## src/rtl/mtdf_pkg.sv

```systemverilog
package mtdf_pkg;

  // field widths
  localparam int ID_W    = 11;
  localparam int WORD_W  = 32;
  localparam int RAW_W   = 10;
  localparam int FLAG_W  = 4;
  localparam int TEMP_W  = 8;
  localparam int VIN_W   = 11;
  localparam int IIN_W   = 10;
  localparam int VOUT_W  = 12;
  localparam int HOLD_W  = 2;
  localparam int GAIN_W  = 8;

  // configuration port
  localparam int CFG_IDX_W  = 2;
  localparam int CFG_DATA_W = 11;
  localparam logic [CFG_IDX_W-1:0] REG_UNIT0_ID = 2'd0;
  localparam logic [CFG_IDX_W-1:0] REG_UNIT1_ID = 2'd1;
  localparam logic [CFG_IDX_W-1:0] REG_GAIN     = 2'd2;
  localparam logic [GAIN_W-1:0]    GAIN_RESET   = 8'd8;

  localparam logic CMD_TICK = 1'b1;

  localparam logic [HOLD_W-1:0] LINK_HOLD = 2'd2;

  // serial divider: quotient bits per pass, divisor width
  localparam int QUO_W  = 12;
  localparam int DSR_W  = 8;
  localparam int DIVD_W = QUO_W + DSR_W;
  localparam int CNT_W  = $clog2(QUO_W + 1);

  // fixed-point scale factors
  localparam int K_IIN_MUL  = 87;
  localparam int K_IIN_DIV  = 100;
  localparam int K_VOUT_MUL = 21;
  localparam int K_VOUT_DIV = 10;
  localparam int TEMP_SHIFT = 3;   // temperature gain of 8

  typedef enum logic [3:0] {
    ST_IDLE,
    ST_SCALE_GO,
    ST_SCALE_WAIT,
    ST_FILT_GO,
    ST_FILT_WAIT,
    ST_EMIT_FRAME,
    ST_TICK,
    ST_EMIT_T0,
    ST_EMIT_T1
  } state_t;

  typedef struct packed {
    logic busy;
    logic done;
  } div_stat_t;

  typedef struct packed {
    logic in_valid;
    logic in_cmd;
    logic hit;
    logic div_done;
    logic slot_free;
  } ctl_in_t;

  typedef struct packed {
    logic in_ready;
    logic cap;
    logic scale_go;
    logic scale_take;
    logic filt_go;
    logic commit;
    logic tick_upd;
    logic emit;
    logic emit_tick;
    logic emit_last;
  } ctl_t;

endpackage

```

## src/rtl/mtdf_div.sv

```systemverilog
module mtdf_div (
  input  logic                          clk,
  input  logic                          rst_n,
  input  logic                          start,
  input  logic [mtdf_pkg::DIVD_W-1:0]   dividend,
  input  logic [mtdf_pkg::DSR_W-1:0]    divisor,
  output logic [mtdf_pkg::QUO_W-1:0]    quotient,
  output mtdf_pkg::div_stat_t           stat
);
  import mtdf_pkg::*;

  // restoring division, one quotient bit a cycle; caller keeps the
  // quotient below 2**QUO_W so the top bits seed the remainder
  logic [DSR_W-1:0] rem_r;
  logic [QUO_W-1:0] q_r;
  logic [DSR_W-1:0] dsr_r;
  logic [CNT_W-1:0] cnt_r, cnt_nxt;
  logic             busy_r, busy_nxt;
  logic             done_r, done_nxt;

  logic [DSR_W:0]   trial;
  logic [DSR_W:0]   diff;
  logic             ge;
  logic [DSR_W-1:0] rem_step;

  assign trial    = {rem_r, q_r[QUO_W-1]};
  assign ge       = trial >= {1'b0, dsr_r};
  assign diff     = trial - {1'b0, dsr_r};
  assign rem_step = ge ? diff[DSR_W-1:0] : trial[DSR_W-1:0];

  always_ff @(posedge clk) begin
    if (start) begin
      rem_r <= dividend[DIVD_W-1:QUO_W];
      q_r   <= dividend[QUO_W-1:0];
      dsr_r <= divisor;
    end else if (busy_r) begin
      rem_r <= rem_step;
      q_r   <= {q_r[QUO_W-2:0], ge};
    end
  end

  always_comb begin
    cnt_nxt  = cnt_r;
    busy_nxt = busy_r;
    done_nxt = 1'b0;
    if (start) begin
      cnt_nxt  = CNT_W'(QUO_W);
      busy_nxt = 1'b1;
    end else if (busy_r) begin
      cnt_nxt  = cnt_r - 1'b1;
      busy_nxt = (cnt_r != CNT_W'(1));
      done_nxt = (cnt_r == CNT_W'(1));
    end
  end

  always_ff @(posedge clk) begin
    if (!rst_n) begin
      cnt_r  <= '0;
      busy_r <= 1'b0;
      done_r <= 1'b0;
    end else begin
      cnt_r  <= cnt_nxt;
      busy_r <= busy_nxt;
      done_r <= done_nxt;
    end
  end

  assign quotient  = q_r;
  assign stat.busy = busy_r;
  assign stat.done = done_r;

endmodule

```

## src/rtl/mtdf_fsm.sv

```systemverilog
module mtdf_fsm (
  input  logic               clk,
  input  logic               rst_n,
  input  mtdf_pkg::ctl_in_t  ci,
  output mtdf_pkg::ctl_t     ctl
);
  import mtdf_pkg::*;

  state_t state_r, state_nxt;

  always_comb begin
    state_nxt = state_r;
    case (state_r)
      ST_IDLE: begin
        if (ci.in_valid) begin
          if (ci.in_cmd == CMD_TICK) state_nxt = ST_TICK;
          else if (ci.hit)           state_nxt = ST_SCALE_GO;
        end
      end
      ST_SCALE_GO:   state_nxt = ST_SCALE_WAIT;
      ST_SCALE_WAIT: if (ci.div_done) state_nxt = ST_FILT_GO;
      ST_FILT_GO:    state_nxt = ST_FILT_WAIT;
      ST_FILT_WAIT:  if (ci.div_done) state_nxt = ST_EMIT_FRAME;
      ST_EMIT_FRAME: if (ci.slot_free) state_nxt = ST_IDLE;
      ST_TICK:       state_nxt = ST_EMIT_T0;
      ST_EMIT_T0:    if (ci.slot_free) state_nxt = ST_EMIT_T1;
      ST_EMIT_T1:    if (ci.slot_free) state_nxt = ST_IDLE;
      default:       state_nxt = ST_IDLE;
    endcase
  end

  always_comb begin
    ctl = '0;
    case (state_r)
      ST_IDLE: begin
        ctl.in_ready = 1'b1;
        ctl.cap      = ci.in_valid;
      end
      ST_SCALE_GO:   ctl.scale_go   = 1'b1;
      ST_SCALE_WAIT: ctl.scale_take = ci.div_done;
      ST_FILT_GO:    ctl.filt_go    = 1'b1;
      ST_FILT_WAIT:  ctl.commit     = ci.div_done;
      ST_EMIT_FRAME: begin
        ctl.emit      = ci.slot_free;
        ctl.emit_last = 1'b1;
      end
      ST_TICK:       ctl.tick_upd   = 1'b1;
      ST_EMIT_T0: begin
        ctl.emit      = ci.slot_free;
        ctl.emit_tick = 1'b1;
      end
      ST_EMIT_T1: begin
        ctl.emit      = ci.slot_free;
        ctl.emit_tick = 1'b1;
        ctl.emit_last = 1'b1;
      end
      default: ctl = '0;
    endcase
  end

  always_ff @(posedge clk) begin
    if (!rst_n) state_r <= ST_IDLE;
    else        state_r <= state_nxt;
  end

endmodule

```

## src/rtl/mppt_telemetry_decode_filter_unit.sv

```systemverilog
// Telemetry decoder and smoother for two solar charge trackers. Each input
// item is either a CAN reply frame (cmd 0) or a one-second tick (cmd 1).
// A frame whose id equals unit 0's reply id (checked first) or unit 1's is
// decoded into that unit: flags stored, the three 10-bit readings scaled
// (vin*3/2, iin*87/100, vout*21/10, truncated) and, with the 8-bit
// temperature, smoothed by ((g-1)*old+new)/g; temperature uses g = 8, the
// rest use filter_gain (0 behaves as 1). The link hold counter reloads to
// two and one result item follows with last set. A frame matching neither
// id is taken and gives nothing. A tick counts both holds down, clears
// vin/iin/vout of a unit whose hold ends at zero, and gives two items:
// unit 0 (last clear) then unit 1 (last set). A matched frame is divided
// on three bit-serial divider lanes in two passes (scaling, then
// filtering); vin skips the scaling pass and temperature uses a shift.
// A finished item sits in the output register while the next item is
// taken. Configuration writes are always accepted.
module mppt_telemetry_decode_filter_unit (
  input  logic                                clk,
  input  logic                                rst_n,
  // input items
  input  logic                                in_valid,
  output logic                                in_ready,
  input  logic                                in_cmd,
  input  logic [mtdf_pkg::ID_W-1:0]           in_msg_id,
  input  logic [mtdf_pkg::WORD_W-1:0]         in_data_a,
  input  logic [mtdf_pkg::WORD_W-1:0]         in_data_b,
  // result items
  output logic                                out_valid,
  input  logic                                out_ready,
  output logic                                out_unit,
  output logic                                out_last,
  output logic                                out_battery_full,
  output logic                                out_over_temp,
  output logic                                out_no_connection,
  output logic                                out_under_volt,
  output logic [mtdf_pkg::TEMP_W-1:0]         out_temperature,
  output logic [mtdf_pkg::VIN_W-1:0]          out_volt_in,
  output logic [mtdf_pkg::IIN_W-1:0]          out_amps_in,
  output logic [mtdf_pkg::VOUT_W-1:0]         out_volt_out,
  output logic [mtdf_pkg::HOLD_W-1:0]         out_link_count,
  // configuration writes
  input  logic                                cfg_valid,
  output logic                                cfg_ready,
  input  logic [mtdf_pkg::CFG_IDX_W-1:0]      cfg_index,
  input  logic [mtdf_pkg::CFG_DATA_W-1:0]     cfg_data
);
  import mtdf_pkg::*;

  // ---------------------------------------------------------------
  // configuration registers
  // ---------------------------------------------------------------
  logic [ID_W-1:0]   id0_r, id1_r;
  logic [GAIN_W-1:0] gain_r;

  assign cfg_ready = 1'b1;

  always_ff @(posedge clk) begin
    if (!rst_n) begin
      id0_r  <= '0;
      id1_r  <= '0;
      gain_r <= GAIN_RESET;
    end else if (cfg_valid) begin
      case (cfg_index)
        REG_UNIT0_ID: id0_r  <= cfg_data[ID_W-1:0];
        REG_UNIT1_ID: id1_r  <= cfg_data[ID_W-1:0];
        REG_GAIN:     gain_r <= cfg_data[GAIN_W-1:0];
        default:      ;
      endcase
    end
  end

  // ---------------------------------------------------------------
  // sequencer
  // ---------------------------------------------------------------
  ctl_in_t   ci;
  ctl_t      ctl;
  div_stat_t st_vin, st_iin, st_vout;
  logic      hit0, hit1;
  logic      out_valid_r;

  assign hit0 = (in_msg_id == id0_r);
  assign hit1 = (in_msg_id == id1_r);

  assign ci.in_valid  = in_valid;
  assign ci.in_cmd    = in_cmd;
  assign ci.hit       = hit0 | hit1;
  assign ci.div_done  = st_iin.done;   // started lanes run in lock step
  assign ci.slot_free = !out_valid_r || out_ready;

  mtdf_fsm u_fsm (
    .clk   (clk),
    .rst_n (rst_n),
    .ci    (ci),
    .ctl   (ctl)
  );

  assign in_ready = ctl.in_ready;

  // ---------------------------------------------------------------
  // captured frame fields
  // ---------------------------------------------------------------
  logic              unit_r;
  logic [RAW_W-1:0]  raw_vin_r, raw_iin_r, raw_vout_r;
  logic [TEMP_W-1:0] tmp_r;
  logic [FLAG_W-1:0] flags_r;

  always_ff @(posedge clk) begin
    if (ctl.cap) begin
      unit_r     <= !hit0;
      raw_vin_r  <= {in_data_a[1:0],   in_data_a[15:8]};
      raw_iin_r  <= {in_data_a[17:16], in_data_a[31:24]};
      raw_vout_r <= {in_data_b[1:0],   in_data_b[15:8]};
      tmp_r      <= in_data_b[23:16];
      flags_r    <= in_data_a[7:4];
    end
  end

  // ---------------------------------------------------------------
  // per-unit state
  // ---------------------------------------------------------------
  logic [FLAG_W-1:0] flag_r [2];
  logic [TEMP_W-1:0] temp_r [2];
  logic [VIN_W-1:0]  vin_r  [2];
  logic [IIN_W-1:0]  iin_r  [2];
  logic [VOUT_W-1:0] vout_r [2];
  logic [HOLD_W-1:0] hold_r [2];

  // ---------------------------------------------------------------
  // divider operands
  // ---------------------------------------------------------------
  logic [GAIN_W-1:0] g_eff, gm1;
  logic [VIN_W:0]    vin_x3;
  logic [VIN_W-1:0]  smp_vin;
  logic [IIN_W-1:0]  smp_iin_r;
  logic [VOUT_W-1:0] smp_vout_r;

  logic [DIVD_W-1:0] dd_vin, dd_iin, dd_vout;
  logic [DSR_W-1:0]  dsr_filt, dsr_iin, dsr_vout;
  logic [QUO_W-1:0]  q_vin, q_iin, q_vout;

  assign g_eff = (gain_r == '0) ? GAIN_W'(1) : gain_r;
  assign gm1   = g_eff - GAIN_W'(1);

  // raw*3/2 is a shift and add, no divider pass
  assign vin_x3  = {1'b0, raw_vin_r, 1'b0} + {2'b00, raw_vin_r};
  assign smp_vin = vin_x3[VIN_W:1];

  assign dsr_filt = DSR_W'(g_eff);
  assign dsr_iin  = ctl.scale_go ? DSR_W'(K_IIN_DIV)  : dsr_filt;
  assign dsr_vout = ctl.scale_go ? DSR_W'(K_VOUT_DIV) : dsr_filt;

  // (g-1)*old + new stays below g * 2**QUO_W, so QUO_W quotient bits do
  assign dd_vin = DIVD_W'(gm1) * DIVD_W'(vin_r[unit_r]) + DIVD_W'(smp_vin);

  always_comb begin
    if (ctl.scale_go) begin
      dd_iin  = DIVD_W'(raw_iin_r)  * DIVD_W'(K_IIN_MUL);
      dd_vout = DIVD_W'(raw_vout_r) * DIVD_W'(K_VOUT_MUL);
    end else begin
      dd_iin  = DIVD_W'(gm1) * DIVD_W'(iin_r[unit_r])  + DIVD_W'(smp_iin_r);
      dd_vout = DIVD_W'(gm1) * DIVD_W'(vout_r[unit_r]) + DIVD_W'(smp_vout_r);
    end
  end

  mtdf_div u_div_vin (
    .clk      (clk),
    .rst_n    (rst_n),
    .start    (ctl.filt_go),
    .dividend (dd_vin),
    .divisor  (dsr_filt),
    .quotient (q_vin),
    .stat     (st_vin)
  );

  mtdf_div u_div_iin (
    .clk      (clk),
    .rst_n    (rst_n),
    .start    (ctl.scale_go | ctl.filt_go),
    .dividend (dd_iin),
    .divisor  (dsr_iin),
    .quotient (q_iin),
    .stat     (st_iin)
  );

  mtdf_div u_div_vout (
    .clk      (clk),
    .rst_n    (rst_n),
    .start    (ctl.scale_go | ctl.filt_go),
    .dividend (dd_vout),
    .divisor  (dsr_vout),
    .quotient (q_vout),
    .stat     (st_vout)
  );

  // scaled samples after the first pass
  always_ff @(posedge clk) begin
    if (ctl.scale_take) begin
      smp_iin_r  <= q_iin[IIN_W-1:0];
      smp_vout_r <= q_vout[VOUT_W-1:0];
    end
  end

  // temperature: gain of 8, so (7*old + new) >> 3
  logic [TEMP_W+TEMP_SHIFT-1:0] temp_sum;
  assign temp_sum = (TEMP_W+TEMP_SHIFT)'(temp_r[unit_r]) * (TEMP_W+TEMP_SHIFT)'(7)
                  + (TEMP_W+TEMP_SHIFT)'(tmp_r);

  // ---------------------------------------------------------------
  // state update: frame commit or tick countdown
  // ---------------------------------------------------------------
  always_ff @(posedge clk) begin
    if (!rst_n) begin
      for (int u = 0; u < 2; u++) begin
        flag_r[u] <= '0;
        temp_r[u] <= '0;
        vin_r[u]  <= '0;
        iin_r[u]  <= '0;
        vout_r[u] <= '0;
        hold_r[u] <= '0;
      end
    end else if (ctl.commit) begin
      flag_r[unit_r] <= flags_r;
      temp_r[unit_r] <= temp_sum[TEMP_SHIFT +: TEMP_W];
      vin_r[unit_r]  <= q_vin[VIN_W-1:0];
      iin_r[unit_r]  <= q_iin[IIN_W-1:0];
      vout_r[unit_r] <= q_vout[VOUT_W-1:0];
      hold_r[unit_r] <= LINK_HOLD;
    end else if (ctl.tick_upd) begin
      for (int u = 0; u < 2; u++) begin
        if (hold_r[u] > HOLD_W'(1)) begin
          hold_r[u] <= hold_r[u] - HOLD_W'(1);
        end else begin
          // link lost: drop the electrical readings, keep flags and temp
          hold_r[u] <= '0;
          vin_r[u]  <= '0;
          iin_r[u]  <= '0;
          vout_r[u] <= '0;
        end
      end
    end
  end

  // ---------------------------------------------------------------
  // output register
  // ---------------------------------------------------------------
  logic              eu;
  logic              out_valid_nxt;
  logic              out_unit_r, out_last_r;
  logic [FLAG_W-1:0] out_flags_r;
  logic [TEMP_W-1:0] out_temp_r;
  logic [VIN_W-1:0]  out_vin_r;
  logic [IIN_W-1:0]  out_iin_r;
  logic [VOUT_W-1:0] out_vout_r;
  logic [HOLD_W-1:0] out_hold_r;

  // a tick gives unit 0 then unit 1, so its unit equals last
  assign eu = ctl.emit_tick ? ctl.emit_last : unit_r;

  always_comb begin
    out_valid_nxt = out_valid_r;
    if (ctl.emit)     out_valid_nxt = 1'b1;
    else if (out_ready) out_valid_nxt = 1'b0;
  end

  always_ff @(posedge clk) begin
    if (!rst_n) out_valid_r <= 1'b0;
    else        out_valid_r <= out_valid_nxt;
  end

  always_ff @(posedge clk) begin
    if (ctl.emit) begin
      out_unit_r  <= eu;
      out_last_r  <= ctl.emit_last;
      out_flags_r <= flag_r[eu];
      out_temp_r  <= temp_r[eu];
      out_vin_r   <= vin_r[eu];
      out_iin_r   <= iin_r[eu];
      out_vout_r  <= vout_r[eu];
      out_hold_r  <= hold_r[eu];
    end
  end

  assign out_valid         = out_valid_r;
  assign out_unit          = out_unit_r;
  assign out_last          = out_last_r;
  assign out_battery_full  = out_flags_r[3];
  assign out_over_temp     = out_flags_r[2];
  assign out_no_connection = out_flags_r[1];
  assign out_under_volt    = out_flags_r[0];
  assign out_temperature   = out_temp_r;
  assign out_volt_in       = out_vin_r;
  assign out_amps_in       = out_iin_r;
  assign out_volt_out      = out_vout_r;
  assign out_link_count    = out_hold_r;

  // ---------------------------------------------------------------
  // checks
  // ---------------------------------------------------------------
  a_lanes_idle: assert property (@(posedge clk) disable iff (!rst_n)
    ctl.in_ready |-> !(st_vin.busy || st_iin.busy || st_vout.busy))
    else $error("divider lane busy while taking a new item");

  a_commit_done: assert property (@(posedge clk) disable iff (!rst_n)
    ctl.commit |-> (st_vin.done && st_iin.done && st_vout.done))
    else $error("filter commit without all lanes finished");

  a_emit_slot: assert property (@(posedge clk) disable iff (!rst_n)
    ctl.emit |-> (!out_valid_r || out_ready))
    else $error("result overwrites an item not yet taken");

  a_hold_no_rise: assert property (@(posedge clk) disable iff (!rst_n)
    !ctl.commit |=> (hold_r[0] <= $past(hold_r[0])) && (hold_r[1] <= $past(hold_r[1])))
    else $error("link hold rose without a decoded frame");

  a_first_unit: assert property (@(posedge clk) disable iff (!rst_n)
    (out_valid_r && !out_last_r) |-> !out_unit_r)
    else $error("non-final item not for unit 0");

endmodule
```

## config.mk

```make
export PLATFORM = sky130hd
export DESIGN_NAME = mppt_telemetry_decode_filter_unit
export DESIGN_NICKNAME = d
export VERILOG_FILES = /design/src/rtl/mtdf_pkg.sv /design/src/rtl/mtdf_div.sv /design/src/rtl/mtdf_fsm.sv /design/src/rtl/mppt_telemetry_decode_filter_unit.sv
export SDC_FILE = /design/constraint.sdc
export NUM_CORES = 1
export LEC_CHECK = 0
export BUFFER_PORTS_ARGS = -buffer_cell sky130_fd_sc_hd__buf_2
export CAP_MARGIN = 10
export CORE_MARGIN = 4
export CORE_UTILIZATION = 45
export DETAILED_ROUTE_END_ITERATION = 7
export GPL_TIMING_DRIVEN = 0
export PLACE_DENSITY = 0.69
export SYNTH_ARGS = -nofsm -noshare
export SYNTH_HDL_FRONTEND = slang
export SYNTH_HIERARCHICAL = 1
export SYNTH_SLANG_ARGS = --single-unit
```

## constraint.sdc

```tcl
create_clock -name clk -period 7.93 [get_ports clk]
set_clock_uncertainty 0.2 [all_clocks]
set_input_delay 1.586 -clock clk [delete_from_list [all_inputs] [get_ports clk]]
set_output_delay 1.586 -clock clk [all_outputs]
set_load 0.1 [all_outputs]
```

Yosys cells after proc, flatten, opt, wreduce, memory -nomap -nowiden --
Memories as Yosys holds them, arrays and structs flattened. A register that Yosys moved wholly into a read port is not among the register bits. Cells that the tools add are included.
Cells by class: reduce and logical (&&, ||, !) cells 26, add/sub/neg operators 14, bitwise operators 14, order comparisons 5, eq/ne operators 22, multiplexer cells 106, multiply operators 6
Operators with widths (number):
- $mux W12 | 9
- $mux W8 | 11
- $mux W1 | 57
- $mux W4 | 14
- $mux W11 | 3
- $pmux W4 S8 | 1
- $mux W10 | 3
- $ge A9 B8 Y1 | 3
- $sub A8 B8 Y8 | 3
- $eq A11 B11 Y1 | 2
- $add A19 B11 Y20 | 1
- $add A20 B12 Y20 | 1
- $mul A8 B12 Y20 | 1
- $mux W20 | 1
- $add A18 B10 Y19 | 1
- $mul A8 B11 Y19 | 1
- $mux W19 | 1
- $mul A8 B10 Y18 | 1
- $mul A10 B7 Y17 const B | 1
- $eq A4 B3 Y1 const B | 4
- $mul A10 B5 Y15 const B | 1
- $add A11 B10 Y12 | 1
- $mux W2 | 6
- $ne A4 B1 Y1 const B | 3
- other kinds (31) | 63
Word-level totals: memories 6, RAM bits 94, word-level logic and storage cells 233, bits in registers 202, output and inout bits 52, input port bits 94
Memories:
- vout_r | depth 2, width 12, read ports 2, clocked after memory_dff 2, write ports 2, RTL line mppt_telemetry_decode_filter_unit.sv:124 | logic [VOUT_W-1:0] vout_r [2];
- vin_r | depth 2, width 11, read ports 2, clocked after memory_dff 2, write ports 2, RTL line mppt_telemetry_decode_filter_unit.sv:122 | logic [VIN_W-1:0] vin_r [2];
- iin_r | depth 2, width 10, read ports 2, clocked after memory_dff 2, write ports 2, RTL line mppt_telemetry_decode_filter_unit.sv:123 | logic [IIN_W-1:0] iin_r [2];
- temp_r | depth 2, width 8, read ports 2, clocked after memory_dff 2, write ports 2, RTL line mppt_telemetry_decode_filter_unit.sv:121 | logic [TEMP_W-1:0] temp_r [2];
- flag_r | depth 2, width 4, read ports 1, clocked after memory_dff 1, write ports 2, RTL line mppt_telemetry_decode_filter_unit.sv:120 | logic [FLAG_W-1:0] flag_r [2];
- hold_r | depth 2, width 2, read ports 3, clocked after memory_dff 1, write ports 2, RTL line mppt_telemetry_decode_filter_unit.sv:125 | logic [HOLD_W-1:0] hold_r [2];

Longest topological paths before layout --
An unclocked memory read counts as a cell.
depth after elaboration 10, depth in mapped cells 30, depth with buffers taken out 28

Modules after synthesis --
Netlist, hierarchy kept.
Modules (own cells, without submodules):
- mppt_telemetry_decode_filter_unit | area each 23227.3 um^2, times used 1, sequential area each 6866.6 um^2, cells an instance 2254
- mtdf_div (u_div_iin ...) | area each 1796.7 um^2, times used 2, sequential area each 960.9 um^2, cells an instance 153
- mtdf_div (u_div_vout) | area each 1905.6 um^2, times used 1, sequential area each 960.9 um^2, cells an instance 164
- mtdf_fsm | area each 390.4 um^2, times used 1, sequential area each 80.1 um^2, cells an instance 50

Worst setup path after synthesis --
Ideal clock, no wire load.
kind register -> register, start register gain_r[3], end register u_div_vin.rem_r[7] (data pin), clock period less this slack 7154 ps, cell stages (with the launch flop) 29, data arrival time 6683 ps, path slack 776 ps, library setup time 271 ps, path buffers 3, data required time 7459 ps, path through dfxtp_1 buf_2 nor4_1 nand2_1 nor2_1 nor2_2 clkbuf_1 ha_1 nand2_1 xor2_1 clkbuf_1 nor2_1 fa_1 inv_1 fa_1 fa_1 fa_1 inv_1 ha_1 a21o_1 or3_1 o221a_4 o211ai_2 nand2_2 and4b_1 or4_1 and2_1 a31oi_1 o31ai_1
On the way: word-level cells in the longest chain between the ends 6
RTL lines:
- from (decl) | RTL line mppt_telemetry_decode_filter_unit.sv:52 | logic [GAIN_W-1:0] gain_r;
- from (signal assigned) | RTL line mppt_telemetry_decode_filter_unit.sv:65 | REG_GAIN: gain_r <= cfg_data[GAIN_W-1:0];
- $logic_not A8 Y1 | RTL line mppt_telemetry_decode_filter_unit.sv:140 | assign g_eff = (gain_r == '0) ? GAIN_W'(1) : gain_r;
- $mux W8 (*) | RTL line mppt_telemetry_decode_filter_unit.sv:140
- $sub A8 B1 Y8 (*) | RTL line mppt_telemetry_decode_filter_unit.sv:141 | assign gm1 = g_eff - GAIN_W'(1);
- $mul A8 B11 Y19 (*) | RTL line mppt_telemetry_decode_filter_unit.sv:152 | assign dd_vin = DIVD_W'(gm1) * DIVD_W'(vin_r[unit_r]) + DIVD_W'(smp_vin);
- $add A19 B11 Y20 (*) | RTL line mppt_telemetry_decode_filter_unit.sv:152
- via dd_vin[19] | RTL line mppt_telemetry_decode_filter_unit.sv:136 | logic [DIVD_W-1:0] dd_vin, dd_iin, dd_vout;
- $mux W8 (*) | RTL line mtdf_div.sv:32 | if (start) begin
- to (signal assigned) | RTL line mtdf_div.sv:33 | rem_r <= dividend[DIVD_W-1:QUO_W];
- to (signal assigned) | RTL line mtdf_div.sv:37 | rem_r <= rem_step;
- to (decl) | RTL line mtdf_div.sv:14 | logic [DSR_W-1:0] rem_r;
Mark *: on every way through the listed nets, which the timed path passes. The rest lies on a longest branch. A chain may end at the register's enable or synchronous reset.

Worst setup path in the final report --
start register gain_r[2], end register u_div_vout.rem_r[4] (data pin)
On the way: word-level cells in the longest chain between the ends 7
RTL lines:
- $logic_not A8 Y1 | RTL line mppt_telemetry_decode_filter_unit.sv:140
- $mux W8 (*) | RTL line mppt_telemetry_decode_filter_unit.sv:140
- $sub A8 B1 Y8 (*) | RTL line mppt_telemetry_decode_filter_unit.sv:141
- $mul A8 B12 Y20 (*) | RTL line mppt_telemetry_decode_filter_unit.sv:160 | dd_vout = DIVD_W'(gm1) * DIVD_W'(vout_r[unit_r]) + DIVD_W'(smp_vout_r);
- $add A20 B12 Y20 (*) | RTL line mppt_telemetry_decode_filter_unit.sv:160
- $mux W20 (*) | RTL line mppt_telemetry_decode_filter_unit.sv:155 | if (ctl.scale_go) begin
- via dd_vout[16] | RTL line mppt_telemetry_decode_filter_unit.sv:136
- $mux W8 (*) | RTL line mtdf_div.sv:32
- to (signal assigned) | RTL line mtdf_div.sv:33
- to (signal assigned) | RTL line mtdf_div.sv:37
- to (decl) | RTL line mtdf_div.sv:14
Marks and branches as above.

==> metrics.csv <==
stage,metric,value,unit
status,status,"complete, no violations",
routing,detail-route-antenna-nets,0,
worst_setup_path,rr_worst_depth,27,
worst_setup_path,rrSetupSlack,270,ps
clock_network,cts_made_buffers,43,
worst_setup_path,reg2reg_to,u_div_vout/rem_r[4]$_DFFE_PP_,
pwr,p_int,7169,uW
place,io_buffers,122,
clock_network,cts_tree,yes,
clock_network,path_clk_slew,60,ps
worst_setup_path,crit_fanout,10,
routing,finalWirelength,73140,um
pwr,pwr-share-comb,61.8,%
clock_network,clk_latency,610,ps
die,start_util,45.77,%
grt,track_usage,21.72,%
die,die_area,68640,um^2
final_layout,diodes,0,
routing,post_drt_wl_per_cell,19.13,um
die,core,63430,um^2
worst_setup_path,worstSetupPathType,register to register,
grt,grt_pass1_vias,21715,
pwr,p_clk_share,16.9,%
worst_setup_path,crit_end,u_div_vout/rem_r[4]$_DFFE_PP_,
routing,post-route-drc-count,0,
pwr,leakagePower,0.01482,uW
sta,max_freq,130.6,MHz
yosys,yosysWarningCount,6,
sta,finalSetupViolations,0,
clock_network,clock-root-buffer,clkbuf_16,
grt,grt_max_degree,35,
yosys,synthCells,2765,
die,die_w,262.0,um
routing,drt_iter0_drc,1395,
worst_setup_path,arrival,7790,ps
place,gp_congestion,0.9335,
worst_setup_path,reg2reg_from,gain_r[2]$_SDFFE_PN0P_,
sta,worst_slew_pin_slew,1283,ps
worst_setup_path,crit_path_end_kind,register,
final_layout,syn2layout_area_growth,12.18,%
clock_network,cts_buffer_depth,3,
grt,grt_antenna_before_repair,0,
yosys,synthesis.nets,3359,
clock_network,htree_num_levels,2,
pwr,switchingPower,5765,uW
sta,slew_viol_final,0,
min_path,worst_hold_path_type,register to register,
sta,hold_viol,0,
sta,fin_crit_sh,96.55,%
grt,grt_overflow_total,0,
die,io_pins,146,
routing,drt_first_pass_iters,5,
pwr,power_frac_seq,21.3,%
die,row_count,92,
clock_network,clock_sinks,344,
pwr,powerDensity,397.2,nW/um^2
worst_setup_path,critPathLaunchType,register,
die,die_h,262.0,um
sta,slew-limit-headroom,13.83,%
final_layout,final_util,51.34,%
run,max-cap-violations,0,
routing,vias,20378,
worst_setup_path,worst-endpoint-required,8060,ps
yosys,syn-cell-area,29030,um^2
worst_setup_path,startpoint,gain_r[2]$_SDFFE_PN0P_,
sta,min_period,7657,ps
grt,grt_pass1_wl,117400,um
pwr,peakVddDrop,0.4036,mV
pwr,switching_share,44.57,%
yosys,avgSynthCellArea,10.50,um^2
final_layout,drive_gt1_share,14.88,%
place,dp_hpwl,57170,um
final_layout,nets,3537,
routing,vias_per_cell,5.329,
sta,whs,321.8,ps
-- layout by cell type, fill, tap and decap left out, types with 44 or more instances in the layout --
cell type	count
xnor2_1	57
clkbuf_16	44
mux2i_1	75
nor2b_1	67
inv_1	452
ha_1	262
edfxtp_1	290
dfxtp_1	52
mux2_2	115
xor2_1	57
o21ai_0	57
nand2b_1	44
nor2_1	238
a21oi_1	75
fa_1	237
nand2_1	143
clkbuf_1	64
buf_2	129
and2_1	93
-- power by group through the flow --
stage | logic [uW] | clock network, uW | registers, uW
floorplan | 6110 | 0 | 2770
global placement | 7640 | 0 | 2770
detailed placement | 7880 | 0 | 2780
CTS | 7970 | 2230 | 2750
global route | 9090 | 2310 | 2790
finish | 8000 | 2180 | 2750
-- final cells by class --
cell class / instances / area (um^2)
clock buffer: 54 / 1156
buffer: 90 / 452.9
inverter: 455 / 1708
multi-input combinational: 1874 / 17220
timing repair buffer: 135 / 749.5
tap: 846 / 1059
sequential: 344 / 9794
clock inverter: 26 / 421.7
fill: 5579 / 30860
-- state kept, by name, summed over array words and instances (netlist names), 16 cells and up, named ones only --
register,flops
vout_r,24
vin_r,22
temp_r,16
iin_r,20
-- worst min-delay path by stage --
stage	endpoint	slack, ps	start	depth (start not counted)
6_report	hold_r[0][0]$_SDFFE_PP0P_	320	hold_r[0][0]$_SDFFE_PP0P_	2
2_1_floorplan	smp_iin_r[0]$_DFFE_PP_	250	u_div_iin/quotient[0]$_DFFE_PP_	0
3_5_place_dp	u_div_vin/cnt_r[1]$_SDFFE_PP0P_	310	u_div_vin/cnt_r[1]$_SDFFE_PP0P_	2
5_1_grt	hold_r[0][0]$_SDFFE_PP0P_	360	hold_r[0][0]$_SDFFE_PP0P_	2
3_3_place_gp	hold_r[0][0]$_SDFFE_PP0P_	280	hold_r[0][0]$_SDFFE_PP0P_	2
4_1_cts	hold_r[0][0]$_SDFFE_PP0P_	330	hold_r[0][0]$_SDFFE_PP0P_	2
-- layer usage --
| layer | up-vias | GRT usage, % | part of all wire (%) |
|---|---|---|---|
| li1 | 9546 | - | - |
| met2 | 675 | 36.31 | 47 |
| met5 | - | 0 | 0 |
| met1 | 10002 | 28.43 | 42 |
| met3 | 155 | 3.816 | 7.2 |
| met4 | 0 | 8.217 | 3.9 |
-- worst max-delay path, stage by stage (launching register included) --
cell and delay [ps]:
dfxtp_1 290, buf_4 210, nor4_4 360, nand2_2 140
nor2_4 130, nor2_2 80, buf_6 190, ha_2 240
nor3b_2 180, xor2_1 480, clkbuf_2 410, nand2_1 140
fa_1 440, inv_1 100, fa_1 420, fa_1 500
inv_1 80, fa_1 540, inv_1 50, ha_1 340
o21a_1 190, o21a_1 180, o32a_4 240, a31o_4 280
a2111oi_4 370, nor4_1 80, o21ba_1 170, a221o_1 320
-- stage by stage --
stage          power, uW  TNS [ps]  instances  area, um^2  worst slack [ps]
6_report           12930         0       3824       32570             273.3
5_1_grt            14180    -167.3       3824       32570            -97.57
4_1_cts            12940         0       3820       32480             9.311
3_5_place_dp       10660    -14610       3742       30830             -1121
3_3_place_gp       10420    -12340       3733       30700             -1003
2_1_floorplan       8883         0       2765       29030             775.9
-- repair_timing --
item | CTS | global route
setup endpoints to repair | 30 | 16
resized for setup | 19 | 27
endpoints found under the hold margin | 0 | 0
pin swaps | 0 | 2
buffers inserted | 0 | 3
hold buffers | 0 | 0
(Power assumes the default switching activity.)
